--- config.mk ---
export PLATFORM = sky130hd
export DESIGN_NAME = jve_ctrl
export DESIGN_NICKNAME = d
export VERILOG_FILES = /design/src/rtl/jve_pkg.sv /design/src/rtl/jve_ctrl.sv
export SDC_FILE = /design/constraint.sdc
export NUM_CORES = 1
export LEC_CHECK = 0
export BUFFER_PORTS_ARGS = -buffer_cell sky130_fd_sc_hd__buf_4
export CORE_AREA = 5 5 42 44
export DETAILED_ROUTE_END_ITERATION = 8
export DIE_AREA = 0 0 47 49
export GPL_ROUTABILITY_DRIVEN = 0
export PLACE_DENSITY_LB_ADDON = 0.08
export SYNTH_ARGS = -nofsm -noshare
export SYNTH_HDL_FRONTEND = slang
export SYNTH_SLANG_ARGS = --single-unit
--- constraint.sdc ---
create_clock -name i_clk -period 4.4 [get_ports i_clk]
set_input_delay 0.88 -clock i_clk [delete_from_list [all_inputs] [get_ports i_clk]]
set_output_delay 0.88 -clock i_clk [all_outputs]
set_load 0.01 [all_outputs]
--- src/rtl/jve_pkg.sv ---
// Package for the voxel escape-time block: fixed-point widths, grid and escape
// constants, register indexes, controller states and the control/status structs.
// No dependencies.
package jve_pkg;

    localparam int FRAC_BITS      = 28;
    localparam int MAX_RESOLUTION = 256;

    localparam int IDX_W   = 8;
    localparam int RES_W   = 9;
    localparam int CNT_W   = 16;
    localparam int COLOR_W = 32;
    localparam int CFG_W   = 16;
    localparam int CFG_A_W = 2;

    localparam int Q_W    = FRAC_BITS + 4;
    localparam int SQ_W   = 2 * Q_W - FRAC_BITS;
    localparam int AB_W   = SQ_W + 1;
    localparam int SUM_W  = AB_W + 1;
    localparam int NUM_W  = IDX_W + 2;
    localparam int QUO_W  = NUM_W + FRAC_BITS;
    localparam int STEP_W = $clog2(QUO_W);

    localparam logic signed [Q_W-1:0] QMAX = {1'b0, {(Q_W-1){1'b1}}};
    localparam logic signed [Q_W-1:0] QMIN = {1'b1, {(Q_W-1){1'b0}}};

    localparam logic [QUO_W-1:0] COORD_TOP = QUO_W'(10) << FRAC_BITS;
    localparam logic [QUO_W-1:0] COORD_OFS = QUO_W'(2) << FRAC_BITS;
    localparam logic [SQ_W:0]    ESC_LIM   = (SQ_W+1)'(4) << FRAC_BITS;

    localparam logic [RES_W-1:0] RES_MIN   = RES_W'(2);
    localparam logic [RES_W-1:0] RES_MAX   = RES_W'(MAX_RESOLUTION);
    localparam logic [RES_W-1:0] RES_RST   = RES_W'(256);
    localparam logic [CNT_W-1:0] LIMIT_RST = CNT_W'(64);
    localparam logic [7:0]       ALPHA     = 8'hFF;

    localparam logic [CFG_A_W-1:0] CFG_GRID_RES   = CFG_A_W'(0);
    localparam logic [CFG_A_W-1:0] CFG_ITER_LIMIT = CFG_A_W'(1);

    typedef enum logic [2:0] {
        S_IDLE,
        S_DIV,
        S_LOAD,
        S_MUL,
        S_UPD,
        S_OUT
    } t_jve_state;

    typedef struct packed {
        logic start;
        logic div_step;
        logic load_coord;
        logic mul;
        logic upd;
        logic load_out;
    } t_jve_cmd;

    typedef struct packed {
        logic esc;
        logic at_limit;
    } t_jve_sts;

    function automatic logic signed [Q_W-1:0] sat_q(input logic signed [SUM_W-1:0] v);
        logic hi_ones;
        logic hi_zeros;
        hi_ones  = &v[SUM_W-1:Q_W-1];
        hi_zeros = ~|v[SUM_W-1:Q_W-1];
        if (hi_ones || hi_zeros) begin
            sat_q = v[Q_W-1:0];
        end else if (v[SUM_W-1]) begin
            sat_q = QMIN;
        end else begin
            sat_q = QMAX;
        end
    endfunction

endpackage

--- src/rtl/jve_ctrl.sv ---
// Controller: sequences grid division, the multiply/update iteration loop and
// the result hand-off; owns the channel handshakes. Depends on jve_pkg.
module jve_ctrl (
    input  logic              i_clk,
    input  logic              i_rst_n,
    input  logic              i_in_valid,
    output logic              o_in_ready,
    output logic              o_out_valid,
    input  logic              i_out_ready,
    input  jve_pkg::t_jve_sts i_sts,
    output jve_pkg::t_jve_cmd o_cmd
);
    import jve_pkg::*;

    t_jve_state        r_state;
    t_jve_state        n_state;
    logic [STEP_W-1:0] r_step;
    logic [STEP_W-1:0] n_step;
    logic              r_out_valid;
    logic              n_out_valid;
    logic              out_free;

    assign out_free = !r_out_valid || i_out_ready;

    always_ff @(posedge i_clk) begin
        if (!i_rst_n) begin
            r_state     <= S_IDLE;
            r_step      <= '0;
            r_out_valid <= 1'b0;
        end else begin
            r_state     <= n_state;
            r_step      <= n_step;
            r_out_valid <= n_out_valid;
        end
    end

    always_comb begin
        n_state     = r_state;
        n_step      = r_step;
        n_out_valid = r_out_valid && !i_out_ready;
        o_cmd       = '0;
        o_in_ready  = 1'b0;
        case (r_state)
            S_IDLE: begin
                o_in_ready = 1'b1;
                if (i_in_valid) begin
                    o_cmd.start = 1'b1;
                    n_step      = '0;
                    n_state     = S_DIV;
                end
            end
            S_DIV: begin
                o_cmd.div_step = 1'b1;
                n_step         = r_step + STEP_W'(1);
                if (r_step == STEP_W'(QUO_W - 1)) begin
                    n_state = S_LOAD;
                end
            end
            S_LOAD: begin
                o_cmd.load_coord = 1'b1;
                n_state          = S_MUL;
            end
            S_MUL: begin
                o_cmd.mul = 1'b1;
                n_state   = S_UPD;
            end
            S_UPD: begin
                if (i_sts.esc || i_sts.at_limit) begin
                    n_state = S_OUT;
                end else begin
                    o_cmd.upd = 1'b1;
                    n_state   = S_MUL;
                end
            end
            S_OUT: begin
                if (out_free) begin
                    o_cmd.load_out = 1'b1;
                    n_out_valid    = 1'b1;
                    n_state        = S_IDLE;
                end
            end
            default: begin
                n_state = S_IDLE;
            end
        endcase
    end

    assign o_out_valid = r_out_valid;

endmodule

After elaboration in Yosys (flattened, before gate mapping):

Cells that the tools add are included.

* logic and storage cells: 41
* output and inout port bits: 8
* flip-flop bits (word level): 10

* equality and inequality tests: 9
* reductions and logical operators: 9
* muxes and demuxes: 19
* $add $sub $neg: 1

Operators with widths (count)
* $pmux W3 S6: 1
* $mux W1: 12
* $mux W3: 4
* $pmux W6 S2: 1
* $add A6 B1 Y6 const B: 1
* $eq A3 B2 Y1 const B: 2
* $eq A3 B3 Y1 const B: 2
* $eq A6 B6 Y1 const B: 1
* $mux W6: 1
* $ne A2 B2 Y1 const B: 3
* $eq A3 B1 Y1 const B: 1
* $logic_not A3 Y1: 1
* $reduce_and A3 Y1: 1
* $logic_not A1 Y1: 2
* $logic_or A1 B1 Y1: 2
* $reduce_and A2 Y1: 1
* $reduce_bool A2 Y1: 1
* $logic_and A1 B1 Y1: 1

Depth between registers and ports, before layout:

* depth after elaboration: 4
* mapped depth: 6

Least setup slack after synthesis:

No wires, ideal clock.

* path type: input port to output port
* start: input i_in_valid
* end: output o_cmd[5] (netlist name)
* slack: 2.036 ns
* stages on the path: 2
* path buffers: 0
* arrival: 1.484 ns
* required time: 3.520 ns
* path through: or4b_1 -> inv_1

RTL lines
* start: declaration: RTL line jve_ctrl.sv:6 `input logic i_in_valid,`
* end: declaration: RTL line jve_ctrl.sv:11 `output jve_pkg::t_jve_cmd o_cmd`

==> impl_metrics.yaml <==
yosys:
  seq_area_frac_synth_pct: 33.5
  synth_top_family_by_area: "simple AND/OR/NAND/NOR gates"
  async_flop_share_pct: 0
  synth_simple_gate_area_share_pct: 35.8
  syn_area_sq_um: 597
  synth_xor_area_share_pct: 1.47
  synth_seq_cells: 10
  yosys_warnings: 0
  synth_cell_types: 35
  syn_inst: 74
  syn_area_per_cell_sq_um: 8.07
  synthMuxAreaShare_pct: 1.68
  synth-edff-count: 0
  ys.flop_type: "dfxtp_1"
  synth_fp_nets: 82
  synth-adder-area-share_pct: 4.19
  synth_compound_area_share_pct: 17.0
floorplan:
  num_rows: 14
  die_width_um: 47
  core_sq_um: 1400
  die_area_sq_um: 2300
  io_pins: 14
  start_util_pct: 42.6
  die_h_um: 49
route:
  routed_wl_um: 1270
  first_pass_iters: 3
  postRouteAntennaNets: 0
  num_vias: 545
  avgViaCountPerCell: 5.34
  wl_per_cell_um: 12.5
  drc_errors: 0
  drt-initial-drc-count: 4
sta:
  relSlewSlack_pct: 72.9
  fin_crit_ns: 2.56
  setup_tns_ns: 0
  setup_viol: 0
  slew_violations: 0
  hold_viol: 0
  fin_crit_sh_pct: 58.1
  clock_skew_ns: 0.00232
  worst_slew_pin_slew_ns: 0.406
  max_clock_freq_ghz: 0.391
  grt_setup_unrepaired: "false"
power_and_ir_drop:
  leakagePower_nw: 0.316
  finalPower_uw: 214
  irDropWorstVdd_mv: 0.146
  power.density_nw_per_um2: 296
placed_design:
  port_buffers: 13
  placed_area_sq_um: 699
  place_hpwl_um: 958
layout:
  layout-drive-gt1-share_pct: 20.9
  antenna_cells: 0
  final_net_count: 96
  final_util_pct: 51.5
  syn_to_final_growth_pct: 21.0
  final_area_sq_um: 722
cts:
  cts_buffer_depth: 2
  clkLatencyLatePin_ns: 0.26
  htreeDepth: 1
  clk_pin_slew_ns: 0.07
  cts_root_buffer: "clkbuf_4"
  cts_buffers: 3
  post_cts_buffers: 0
  cts_num_sinks: 10
  cts.repair.resized: 0
  hold_buffers: 0
  cts_tree: "done"
critical_path:
  end_kind: "output pin"
  cp-start-kind: "input port"
  arrival_ns: 1.68
  worstPathRequired_ns: 3.52
  cp_max_fo: 5
  crit_type: "input port to output pin"
global_routing:
  grt_pass1_wl_um: 2410
  grt_max_degree: 16
  grtUsageTotal_pct: 13.7
  grt_overflow: 0
  antenna_found_initial: 0
  grt_pass1_vias: 551
worst_hold_path:
  hp-class: "register to register"
run:
  maxCapViolCount: 0
status:
  status: "finished, final reports clean"
cell families after synthesis:
logic type               after synthesis
AND/OR/NAND/NOR                       36
AO/OA/AOI/OAI                         14
flip-flops                            10
adder cells (fa/ha/maj)                2
buffers and inverters                 10
XOR/XNOR                               1
multiplexers                           1
metal layers:
metal  routed length (um)  share of wire (%)  global-route usage (%)
met5                    0                  0                       0
met4                    5               0.39                    5.53
met3                   60                4.7                    2.95
met2                  643                 51                    20.6
met1                  561                 44                    18.4
registers in the layout, summed over array words and instances, names as in the netlist:
name,cells
r_state,3
o_out_valid,1
r_step,6
cells in the final DEF (no fill, tap or decap), types with 2 or more instances in the layout:
cell      synthesis  layout
o21ai_0           3       3
a21oi_1           2       2
clkbuf_4          0       3
nand4_1           2       2
nand2b_1          2       2
dfxtp_1          10      10
nand2_1           8       8
a21boi_0          2       2
ha_1              2       2
nor2b_1           4       4
and2_1            3       3
nand3_1           2       2
nor2_1            3       3
buf_4             0      13
inv_1             6       6
stage by stage:
step | setup WS, ns | instances | hold slack, ns
3_5_place_dp | 1.84 | 99 | 0.507
3_3_place_gp | 1.85 | 99 | 0.502
5_1_grt | 1.79 | 102 | 0.555
2_1_floorplan | 2.04 | 74 | 0.473
6_report | 1.84 | 102 | 0.510
4_1_cts | 1.84 | 102 | 0.515
power breakdown:
group | switching (mW) | internal [mW] | total [mW]
clock network | 0.0314 | 0.0316 | 0.0630
registers | 0.00999 | 0.0947 | 0.105
logic | 0.0222 | 0.0238 | 0.0460
total | 0.0636 | 0.150 | 0.214
path summary, 6_finish.rpt:
kind,startpoint,end,slack (ns),cells past startpoint
max,i_in_valid,o_cmd[5],1.84,4
min,r_step[5],r_step[5],0.51,2
max reg2reg,r_state[0],r_step[5],2.65,3
min reg2reg,r_step[5],r_step[5],0.51,2
Yosys cell counts, drive strengths merged, types with 2 or more instances:
master	count	area [sq um]
a21boi	3	22.5
a21oi	2	10.0
and2	3	18.8
clkbuf	4	15.0
dfxtp	10	200
ha	2	25.0
inv	6	22.5
nand2	8	30.0
nand2b	2	12.5
nand3	2	10.0
nand4	2	12.5
nor2	3	11.3
nor2b	4	25.0
o21ai	3	15.0
critical path, stage by stage:
cell	delay (ns)
buf_4	0.09
or4b_1	0.51
inv_1	0.08
buf_4	0.11
layout make-up:
type | instances | area [sq um]
inverters | 6 | 22.5
fillers | 148 | 679
repair buffers | 13 | 97.6
multi-input cells | 54 | 359
well taps | 16 | 20.0
clock buffers | 3 | 22.5
flip-flops and latches | 10 | 200
(Power assumes the default switching activity.)
